$ cat src/hdl/si_queue.sv
// Short register queue between the front and back pipelines.
// Generic width and depth; no package dependency.
`timescale 1ns / 1ps
`default_nettype none

module si_queue #(
   parameter int WIDTH = 8,
   parameter int DEPTH = 4,
   localparam int AW = (DEPTH > 1) ? $clog2(DEPTH) : 1,
   localparam int CW = $clog2(DEPTH + 1)
) (
   input  wire logic             clock,
   input  wire logic             reset,
   input  wire logic             push,
   input  wire logic [WIDTH-1:0] push_data,
   output logic                  full,
   input  wire logic             pop,
   output logic [WIDTH-1:0]      pop_data,
   output logic                  empty
);

   logic [WIDTH-1:0] mem_ff [DEPTH];
   logic [AW-1:0] wr_ff, wr_in, rd_ff, rd_in;
   logic [CW-1:0] cnt_ff, cnt_in;
   logic do_push, do_pop;

   assign full    = (cnt_ff == CW'(DEPTH));
   assign empty   = (cnt_ff == '0);
   assign do_push = push && !full;
   assign do_pop  = pop && !empty;

   always_comb begin
      wr_in  = wr_ff;
      rd_in  = rd_ff;
      cnt_in = cnt_ff;
      if (do_push) begin
         wr_in = (wr_ff == AW'(DEPTH - 1)) ? '0 : wr_ff + AW'(1);
      end
      if (do_pop) begin
         rd_in = (rd_ff == AW'(DEPTH - 1)) ? '0 : rd_ff + AW'(1);
      end
      if (do_push && !do_pop) begin
         cnt_in = cnt_ff + CW'(1);
      end else if (do_pop && !do_push) begin
         cnt_in = cnt_ff - CW'(1);
      end
   end

   always_ff @(posedge clock) begin
      if (reset) begin
         wr_ff  <= '0;
         rd_ff  <= '0;
         cnt_ff <= '0;
      end else begin
         wr_ff  <= wr_in;
         rd_ff  <= rd_in;
         cnt_ff <= cnt_in;
      end
   end

   always_ff @(posedge clock) begin
      if (do_push) begin
         mem_ff[wr_ff] <= push_data;
      end
   end

   assign pop_data = mem_ff[rd_ff];

endmodule

`default_nettype wire

$ cat config.mk
export PLATFORM = sky130hd
export DESIGN_NAME = si_queue
export DESIGN_NICKNAME = d
export VERILOG_FILES = /design/src/hdl/si_queue.sv
export SDC_FILE = /design/constraint.sdc
export NUM_CORES = 1
export LEC_CHECK = 0
export BUFFER_PORTS_ARGS = -buffer_cell sky130_fd_sc_hd__buf_4
export CAP_MARGIN = 30
export CORE_ASPECT_RATIO = 0.9
export CORE_MARGIN = 2
export CORE_UTILIZATION = 55
export DETAILED_ROUTE_END_ITERATION = 6
export PLACE_DENSITY = 0.82
export SLEW_MARGIN = 20
export SYNTH_ARGS = -nofsm -noshare
export SYNTH_HDL_FRONTEND = slang
export SYNTH_SLANG_ARGS = --single-unit
$ cat constraint.sdc
create_clock -name clock -period 6.3 [get_ports clock]
set_input_delay 1.26 -clock clock [delete_from_list [all_inputs] [get_ports clock]]
set_output_delay 1.26 -clock clock [all_outputs]
set_load 0.03 [all_outputs]
==> Word level (Yosys, flattened, before mapping) <==
Memory sizes are Yosys's and may differ from the RTL's. A register that Yosys moved wholly into a read port is not among the register bits.
Index checks and enable logic that the tools add are counted.
{ "totals": {"regBits": 7, "ramBits": 32, "n_memories": 1} }
{ "mem_list": {"columns": ["name", "words", "width", "read_ports", "rd_clocked_by_memory_dff", "write_ports", "line_no", "source"], "rows": [
  ["mem_ff", 4, 8, 1, 1, 1, "22", "logic [WIDTH-1:0] mem_ff [DEPTH];"]
]} }
{ "classes": {"addsub": 4, "n_eq_ne": 3, "muxes": 8, "n_reduce_logical": 10} }
{ "op_table": {"columns": ["cell", "count"], "rows": [
  ["two-way mux 2 bit", 4],
  ["two-way mux 3 bit", 2],
  ["adder 2 x 1 -> 2 bit (second input constant)", 2],
  ["== test 2 bit (second input constant)", 2],
  ["logical AND 1 bit", 4],
  ["logical NOT 1 bit", 4],
  ["adder 3 x 1 -> 3 bit (second input constant)", 1],
  ["== test 3 bit (second input constant)", 1],
  ["logical NOT 3 bit", 1],
  ["subtractor 3 x 1 -> 3 bit (second input constant)", 1],
  ["two-way mux 1 bit", 2],
  ["nonzero test 2 bit", 1]
]} }

==> Longest topological paths before layout <==
Gate-level depths: netlist of run 1.
{ "depth": {"word_depth": 7, "ltp_mapped": 10, "ltp_nobuf": 9} }

==> Least setup slack after synthesis of run 1 <==
No wires, ideal clock.
{ "synth_timing": {"path_kind": "input-to-reg", "startpoint": "input port push", "endpoint": "register cnt_ff[2]", "arrival_time_ns": 2.693, "setup_slack_ns": 3.537, "stages": 8, "path_buffers": 0, "cell_sequence": "inv_1 > nor2_2 > ha_1 > inv_1 > fa_1 > xor2_1 > or3_2 > a21oi_1"} }
{ "synth_between": {"elab_chain_len": 4} }
{ "synth_rtl": {"columns": ["item", "line_no", "source"], "rows": [
  ["start, declared", "14", "input wire logic push,"],
  ["logical AND 1 bit *", "29", "assign do_push = push && !full;"],
  ["named net do_push", "25", "logic do_push, do_pop;"],
  ["logical NOT 1 bit", "44", "end else if (do_pop && !do_push) begin"],
  ["logical AND 1 bit", "44", null],
  ["nonzero test 2 bit (no line)", null, null],
  ["end signal, assigned", "57", "cnt_ff <= cnt_in;"],
  ["end, declared", "24", "logic [CW-1:0] cnt_ff, cnt_in;"]
]} }
The timed path passes the listed nets; every way through them passes the cells marked *.
A chain may end at the register's enable or synchronous reset.

==> metrics, run 1 <==
Power Dens Cells=378 nW/µm²; Antenna Nets Post-Route=0; vias after detailed routing=834; Crit Path Category=register to primary output; share of the synthesized area in the top cell type=between 50% and 60%; Starting Density=58.9%; CP Launch Type=register; Core ar.=roughly 2800 µm²; DIE HEIGHT=55.9 µm; Post-Syn Area=between 1500 and 2000 µm²; Finished Cell Area=1880 µm²; clk sinks=41; total chip power=0.713 mW; Final Max Slew Viols=0; GP Congestion=0.712; Net Switching=0.236 mW; Leak=0.696 nW; H-tree Lvls=2; RSZ-0062 raised after global routing=no; Top Family by Delay on Critical Path=flip-flops; Placed Cells=between 100 and 150; Syn Area/Cell=approximately 18 µm²; Crit Path Max Fanout=8; post_cts resized=0; cell chain of the critical path=mux4_2 > buf_4; Fill cells=228; Final min period=3.07 ns; Synth area leader=edfxtp_1; clock-pin slew on the worst setup and hold paths=approximately 0.11 ns; post-synth cell types=26; Post-CTS Setup Repair Bufs=0; max incr delay on CP=0.70 ns; leading post-synthesis cells by cell area=edfxtp_1, dfxtp_1, mux4_2; Tcrit/Tclk final=48.7%; overall die area=3450 µm²; Fmax achieved=roughly 330 MHz; # DRC=0; IO Pins=22; antenna diode count=0; Horiz. Die Dim=about 60 µm; WP buf/inv=1; worst-margin pin slew=about 0.56 ns; area growth from synthesis to layout=14.5%; First DRT Iteration DRCs=19; Syn Nets=about 110; Required @ worst endpoint=5.04 ns; # rows=18; Net Sw Frac=between 30% and 40%; synth warn=0; largest net degree at the start of global routing=14; status=finished, final reports clean; CTS tree=built; Worst Hold Class=register to register; Yosys reg bits=41; Max clock buf depth=2; slowest CP cell=dfxtp_1; Pre-Repair DR Iteration Count=4; hold buffers post-CTS=0; Placed Area=1830 µm²; initial antenna violation count=0; Peak VDD IR=roughly 0.27 mV; Total Wirelength=2.45 mm; CP Capture Type=primary output; sequential power share=50.9%; Comb pwr share=about a third; clk root buf=clkbuf_4; vias in the first global route=879; clock power share=around 17%; final clock skew=0.0101 ns; clock latency on the worst-skew pair=0.34 ns; WP data arrival=1.81 ns; grt ovf=0; first-pass GRT wire length=4.00 mm; endpoints failing setup=0; Max-Cap Viols=0; Final Hold Fails=0; CTS Buf Count=5; Final Net Count=135; relative slew slack=62.4%; Avg Vias per Cell=5.31; synthesized instance count=92; Post-Route Utilization=67.5%; cell-internal power=0.477 mW; GRT Util Overall=roughly 17%; Detail Placement HPWL=1.74 mm; sequential fraction of the synthesis area=69.4%; count of input and output buffers=21; layout cell share with drive strength beyond 1=38.5%; Final Instance Count excl. Fillers=157; Routed wire per std cell=15.6 µm; Final TNS setup=0 ns
[synthesized netlist by cell type (all sizes together)]
cell type	n
clkbuf	1
or3	2
nor2	4
buf	3
clkinv	1
nor3	2
edfxtp	32
nand3	2
and3	4
or3b	1
fa	1
o31ai	2
o21ai	2
ha	6
mux2i	2
dfxtp	9
inv	4
a21oi	3
mux4	8
xor2	2
nand2	1
[cell type report]
| cell class | count | area (µm²) | area share [%] |
|---|---|---|---|
| clock inverter | 3 | 17.5 | 0.930 |
| sequential | 41 | 1140 | 60.6 |
| timing repair buffer | 21 | 158 | 8.37 |
| tap | 40 | 50.0 | 2.66 |
| clock buffer | 5 | 37.5 | 1.99 |
| inverter | 5 | 23.8 | 1.26 |
| multi-input combinational | 42 | 457 | 24.2 |
[cell usage in the layout (no fill, tap or decap), drive strengths merged, types with 3 or more instances in the layout]
cell	synthesis	routed
a21oi	3	3
and3	4	4
buf	3	21
clkbuf	1	5
clkinv	1	4
dfxtp	9	9
edfxtp	32	32
ha	6	6
inv	4	4
mux4	8	8
nor2	4	4
[power groups by stage]
stage / Sequential, mW / Clock [mW] / Combinational, mW
after floorplan: 0.350 / 0 / 0.180
after global placement: 0.368 / 0 / 0.225
after detailed placement: 0.370 / 0 / 0.230
after CTS: 0.364 / 0.127 / 0.231
after global routing: 0.370 / 0.137 / 0.249
final: 0.363 / 0.122 / 0.228
[metrics by stage]
step / hold slack, ns / setup WS [ns]
6_report: 0.507 / 3.23
5_1_grt: 0.564 / 3.11
4_1_cts: 0.504 / 3.20
3_5_place_dp: 0.486 / 3.28
3_3_place_gp: 0.474 / 3.38
2_1_floorplan: 0.463 / 3.54
[flip-flops by register name (all words and copies together), names as in the netlist, named ones only]
| register | count |
|---|---|
| cnt_ff | 3 |
| rd_ff | 2 |
| mem_ff | 32 |
| wr_ff | 2 |
[per-layer routing]
| metal | vias to the layer above | track usage [%] | wire length (µm) |
|---|---|---|---|
| met1 | 405 | 20.0 | 1020 |
| met5 | - | 0 | 0 |
| met2 | 20 | 27.1 | 1270 |
| met4 | 0 | 7.29 | 52 |
| li1 | 401 | - | - |
| met3 | 8 | 4.42 | 103 |
[worst reg2reg max path: stages, from the launching register on]
cell      delay [ns]
dfxtp_1         0.46
or3b_1          0.31
clkinv_4        0.09
nor2_2          0.13
ha_1            0.19
inv_1           0.06
fa_1            0.37
xor2_1          0.16
or3_2           0.41
a21oi_1         0.16
[cells by family (layout without fill, tap and decap cells)]
group,after synthesis,count (layout),share of synthesized area [%]
AO/OA/AOI/OAI,7,7,3.04
AND/OR/NAND/NOR,16,16,5.70
XOR/XNOR,2,2,1.06
buffers and inverters,9,34,2.89
flip-flops,41,41,69.4
multiplexers,10,10,12.2
adder cells (fa/ha/maj),7,7,5.78
[final timing paths]
check	start	to	slack, ns	cells after the start
setup reg to reg	cnt_ff[0]	cnt_ff[2]	3.89	9
hold reg to reg	rd_ff[0]	rd_ff[0]	0.51	2
setup / recovery	register	pop_data[4]	3.23	2
hold / removal	rd_ff[0]	rd_ff[0]	0.51	2
Note: power is estimated with default switching activity, not from simulation.
==> run 2: changes to the inputs <==
- ABC_AREA: unset -> 1
- PLACE_DENSITY: 0.82 -> 0.81
- clock period: 6.3 -> 3 ns (I/O delays scaled with it)
==> run 2 against run 1 <==
Sequential power increased by 110%. Via count increased by 29%. Clock power increased by 110%. Clock-buffer cell count unchanged. Global-route usage increased by 1.3 points. Clock skew increased by 0.0014 ns. Combinational power increased to 2.9 times the previous value. Wire length increased by 16%. Die area increased by 2.9%. Synthesized cell count increased by 60%. Power increased by 140%. Highest routed layer unchanged.
==> metrics, run 2 <==
Starting Density=56.6% (was 58.9%); WP data arrival=1.80 ns (was 1.81 ns); GRT Util Overall=17.8% (was 16.5%); Synth area leader=edfxtp_1 (unchanged); Syn Area/Cell=11.5 µm² (was 17.9 µm²); Horiz. Die Dim=62.5 µm (was 61.7 µm); CP Capture Type=primary output (unchanged); post_cts resized=0 (unchanged); leading post-synthesis cells by cell area=edfxtp_1, dfxtp_1, nor2_1 (was edfxtp_1, dfxtp_1, mux4_2); Fmax achieved=416 MHz; Fill cells=245 (was 228); CTS tree=built (unchanged); layout cell share with drive strength beyond 1=19.0% (was 38.5%); most common cell after layout, fill and taps aside=nor2_1 (was edfxtp_1); EDFF count, synth=32 (unchanged); Max-Cap Viols=0 (unchanged); share of the synthesized area in the top cell type=56.6% (was 58.4%); Final Net Count=192 (was 135); Post-CTS Setup Repair Bufs=0 (unchanged); Final min period=2.40 ns; hold buffers post-CTS=0 (unchanged); First DRT Iteration DRCs=55 (was 19); clock-pin slew on the worst setup and hold paths=0.12 ns (was 0.11 ns); Yosys reg bits=41 (unchanged); final clock skew=0.0115 ns (was 0.0101 ns); clock latency on the worst-skew pair=0.35 ns (was 0.34 ns); relative slew slack=46.3% (was 62.4%); Core ar.=3000 µm² (was 2790 µm²); clk root buf=clkbuf_4 (unchanged); Final Max Slew Viols=0 (unchanged); Peak VDD IR=0.490 mV (was 0.270 mV); clk sinks=41 (unchanged); grt ovf=0 (unchanged); synth warn=0 (unchanged); Worst Hold Class=input port to register (was register to register); Final TNS setup=0 ns (unchanged); DIE HEIGHT=56.7 µm (was 55.9 µm); Largest regs=mem_ff x32, cnt_ff x3 (unchanged); Crit Path Max Fanout=17 (was 8); Synth Flop Type=edfxtp_1 (unchanged); antenna diode count=0 (unchanged); IO Pins=22 (unchanged); Final Instance Count excl. Fillers=216 (was 157); sequential fraction of the synthesis area=67.3% (was 69.4%); status=finished, final reports clean (unchanged); GP Congestion=0.803 (was 0.712); max reg flops=32 (unchanged); post-synth cell types=19 (was 26); CTS Buf Count=5 (unchanged); vias after detailed routing=1073 (was 834); RSZ-0062 raised after global routing=no (unchanged); Post-Syn Area=1700 µm² (was 1650 µm²); vias in the first global route=1062 (was 879); H-tree Lvls=2 (unchanged); Tcrit/Tclk final=about four fifths; Detail Placement HPWL=1.93 mm (was 1.74 mm); Max clock buf depth=2 (unchanged); # DRC=0 (unchanged); most frequent cells after synthesis=nor2_1, edfxtp_1, inv_1 (was edfxtp_1, dfxtp_1, mux4_2); Antenna Nets Post-Route=0 (unchanged); Crit Path Category=register to primary output (unchanged); Power Dens Cells=878 nW/µm² (was 378 nW/µm²); Avg Vias per Cell=4.97 (was 5.31); highest-count cells in the layout ignoring fill and taps=nor2_1, edfxtp_1, buf_4 (was edfxtp_1, buf_4, dfxtp_1); synthesized instance count=147 (was 92); asr flop ratio synth=0% (unchanged); Placed Cells=208 (was 149); top-count cell post-synth=nor2_1 (was edfxtp_1); count of input and output buffers=21 (unchanged); Total Wirelength=2.83 mm (was 2.45 mm); worst-margin pin slew=0.803 ns (was 0.564 ns); overall die area=3550 µm² (was 3450 µm²); Leak=0.782 nW (was 0.696 nW); Final Hold Fails=0 (unchanged); area growth from synthesis to layout=14.3% (was 14.5%); Required @ worst endpoint=2.40 ns (was 5.04 ns); endpoints failing setup=0 (unchanged); largest net degree at the start of global routing=18 (was 14); Routed wire per std cell=13.1 µm (was 15.6 µm); first-pass GRT wire length=4.72 mm (was 4.00 mm); Most flops, register=mem_ff (unchanged); # rows=19 (was 18); Pre-Repair DR Iteration Count=4 (unchanged); initial antenna violation count=0 (unchanged); CP Launch Type=register (unchanged); Syn Nets=166 (was 111)
==> run 2: routing by layer <==
metal,wire [µm],part of all wire (%),GRT usage [%]
met1,1200,42,19.3
met2,1440,51,32.1
met3,130,4.6,5.61
met4,66,2.3,7.62
met5,0,0,0
==> run 2: area by class of cell <==
class	count	area (µm²)	area share, %
clock inverters	3	17.5	0.903
flip-flops and latches	41	1140	58.8
clock buffers	5	37.5	1.94
repair buffers	21	158	8.13
multi-input cells	86	465	24.0
well taps	42	52.6	2.71
inverters	18	67.6	3.48
==> run 2: path summary, 6_finish.rpt <==
path         startpoint     endpoint  slack, ns  depth (start not counted)
min reg2reg    rd_ff[1]     rd_ff[1]       0.54                          2
max            register  pop_data[2]       0.60                          4
max reg2reg   cnt_ff[1]    cnt_ff[1]       1.11                          9
min               reset    cnt_ff[0]       0.40                          2
==> run 2: cell families (layout without fill, tap and decap cells) <==
family	count (synthesis)	in the layout	share of synthesized area [%]
DFF	41	41	67.3
xor gates and xnor gates	1	1	0.516
and+or+nand+nor	51	51	12.1
adders and majority gates	7	7	5.60
buffers and inverters	20	47	5.31
AOI/OAI and AO/OA	27	27	9.22
==> run 2: through the flow <==
stage	util, %	total power [mW]	area [µm²]	hold slack, ns	worst slack, ns
6_report	64.7	1.70	1940	0.399	0.597
5_1_grt	64.7	1.82	1940	0.394	0.339
4_1_cts	64.7	1.72	1940	0.382	0.575
3_5_place_dp	62.9	1.46	1880	0.523	0.976
3_3_place_gp	62.9	1.43	1880	0.506	1.07
2_1_floorplan	-	1.25	1700	0.483	1.26
==> run 2: report_power, final <==
group          switching [mW]  internal, mW
Sequential             0.0730         0.704
Combinational           0.424         0.239
Clock                   0.174        0.0888
Total                   0.671          1.03
==> run 2: critical path, cell delays in order (launching register included) <==
cell	delay [ns]
dfxtp_1	0.69
inv_2	0.26
o21ai_0	0.24
o22ai_1	0.10
buf_4	0.18
==> run 3: changes to the inputs <==
- ABC_AREA: 1 -> 0
- PLACE_DENSITY: 0.81 -> 0.82
- clock period: 3 -> 2.5 ns (I/O delays scaled with it)
==> run 3 against run 2 <==
Sequential power rose by 17%. Critical path depth shrank 2. Via count shrank 24%. Final cell count is 27% lower. Core utilization is 3.2 points higher. Sequential share of layout area is 1.3 points higher. Critical endpoint unchanged. Largest power group unchanged.
==> metrics, run 3 (same netlist as run 1, synthesis figures left out) <==
Total Wirelength=2.44 mm (was 2.83 mm); vias in the first global route=845 (was 1062); Avg Vias per Cell=5.21 (was 4.97); worst-margin pin slew=0.533 ns (was 0.803 ns); overall die area=3450 µm² (was 3550 µm²); setup ws final=0.223 ns (was 0.597 ns); grt ovf=0 (unchanged); layout cell share with drive strength beyond 1=40.2% (was 19.0%); total chip power=1.83 mW (was 1.70 mW); CTS Buf Count=5 (unchanged); Antenna Nets Post-Route=0 (unchanged); Fill cells=198 (was 245); largest net degree at the start of global routing=14 (was 18); Max-Cap Viols=0 (unchanged); Critical path destination=pop_data[2] (unchanged); WP buf/inv=1 (was 2); Starting Density=58.9% (was 56.6%); Final Hold Fails=0 (unchanged); Post-CTS Setup Repair Bufs=0 (unchanged); clk sinks=41 (unchanged); Setup WS pre-CTS=0.123 ns (was 0.976 ns); status=finished, final reports clean (unchanged); # DRC=0 (unchanged); cell chain of the critical path=mux4_2 > buf_4 (was inv_2 > o21ai_0 > o22ai_1 > buf_4); WP data arrival=1.78 ns (was 1.80 ns); post_cts resized=0 (unchanged); # rows=18 (was 19); Largest regs=mem_ff x32, cnt_ff x3 (unchanged); First DRT Iteration DRCs=26 (was 55); Multi-input gate area=459 µm² (was 465 µm²); Sequential Area=1140 µm² (unchanged); first-pass GRT wire length=3.95 mm (was 4.72 mm); Leak=0.704 nW (was 0.782 nW); GR Util met2=25.7% (was 32.1%); slowest CP cell=dfxtp_1 (unchanged); max incr delay on CP=0.68 ns (was 0.69 ns); endpoints failing setup=0 (unchanged); Pre-Repair DR Iteration Count=3 (was 4); area growth from synthesis to layout=15.3% (was 14.3%); Peak VDD IR=0.547 mV (was 0.490 mV); gr busiest metal=met2 (unchanged); met3 Track Usage GR=7.21% (was 5.61%); FF-to-FF setup slack=0.23 ns (was 1.11 ns); Fmax achieved=439 MHz; hold buffers post-CTS=0 (unchanged); clock latency on the worst-skew pair=0.34 ns (was 0.35 ns); path depth of the worst reg2reg path=9 (unchanged); GP Congestion=0.692 (was 0.803); most common cell after layout, fill and taps aside=edfxtp_1 (was nor2_1); Core ar.=2790 µm² (was 3000 µm²); Crit Path Max Fanout=8 (was 17); IO Pins=22 (unchanged); RR Endpoint=cnt_ff[2] (was cnt_ff[1]); Horiz. Die Dim=61.7 µm (was 62.5 µm); Most flops, register=mem_ff (unchanged); final clock skew=0.00606 ns (was 0.0115 ns); Final min period=2.28 ns; Detail Placement HPWL=1.75 mm (was 1.93 mm); Crit Path Category=register to primary output (unchanged); DIE HEIGHT=55.9 µm (was 56.7 µm); GRT Util Overall=16.5% (was 17.8%); Required @ worst endpoint=2.00 ns (was 2.40 ns); count of cell instances traversed by the critical path=2 (was 4); Power Dens Cells=965 nW/µm² (was 878 nW/µm²); initial antenna violation count=0 (unchanged); vias after detailed routing=818 (was 1073); max reg flops=32 (unchanged); worst r2r src=cnt_ff[0] (was cnt_ff[1]); CP Launch Type=register (unchanged); Tcrit/Tclk final=91.1%; relative slew slack=64.4% (was 46.3%); Top Family by Delay on Critical Path=flip-flops (unchanged); CP Capture Type=primary output (unchanged); count of input and output buffers=21 (unchanged); highest-count cells in the layout ignoring fill and taps=edfxtp_1, buf_4, dfxtp_1 (was nor2_1, edfxtp_1, buf_4); Routed wire per std cell=15.5 µm (was 13.1 µm); antenna diode count=0 (unchanged); Final TNS setup=0 ns (unchanged); RSZ-0062 raised after global routing=no (unchanged); Final Net Count=135 (was 192); clock-pin slew on the worst setup and hold paths=0.11 ns (was 0.12 ns); Final Max Slew Viols=0 (unchanged); H-tree Lvls=2 (unchanged); CTS tree=built (unchanged); clk root buf=clkbuf_4 (unchanged); Max clock buf depth=2 (unchanged); Worst Hold Class=input port to register (unchanged); routing usage on met1=20.5% (was 19.3%)
run 3: cell types whose count changed in the layout (fill, tap and decap cells not counted), sizes merged, moves of 4 or more:
cell   delta
nor2     -29
o22ai     -8
inv      -14
mux4      +8
nand2    -13
and3      +4
o21ai    -15
run 3: area by class of cell:
class	instances	share of cell area, %
Inverter	5	1.25
Multi-Input combinational cell	42	24.2
Sequential cell	41	60.2
Clock buffer	6	2.70
Tap cell	40	2.64
Timing Repair Buffer	21	8.31
Clock inverter	2	0.726
run 3: stage by stage:
step           hold slack (ns)  cells  util (%)  instance area [µm²]
3_5_place_dp             0.498    149      65.5                 1830
3_3_place_gp             0.476    149      65.5                 1830
6_report                 0.352    157      67.9                 1900
4_1_cts                  0.340    157      67.8                 1890
2_1_floorplan            0.463     92         -                 1650
5_1_grt                  0.317    157      67.9                 1900
run 3: per-layer routing:
metal / share of wire [%] / wire, µm
met1: 43 / 1050
met2: 51 / 1240
met3: 4.7 / 115
met4: 1.3 / 31
met5: 0 / 0
run 3: how the worst min path moves through the flow:
stage                 start      endpoint  slack [ns]  cells after the start
2_1_floorplan      rd_ff[0]      register        0.46                      2
3_3_place_gp       rd_ff[0]      rd_ff[0]        0.48                      2
3_5_place_dp       rd_ff[0]      register        0.50                      2
4_1_cts        push_data[3]  mem_ff[2][3]        0.34                      1
5_1_grt        push_data[5]  mem_ff[1][5]        0.32                      1
6_report       push_data[3]  mem_ff[2][3]        0.35                      1
run 3: power by group:
part / switching (mW) / internal [mW] / leakage (nW)
Combinational: 0.309 / 0.269 / 0.298
Sequential: 0.0811 / 0.831 / 0.367
Clock: 0.205 / 0.137 / 0.0382
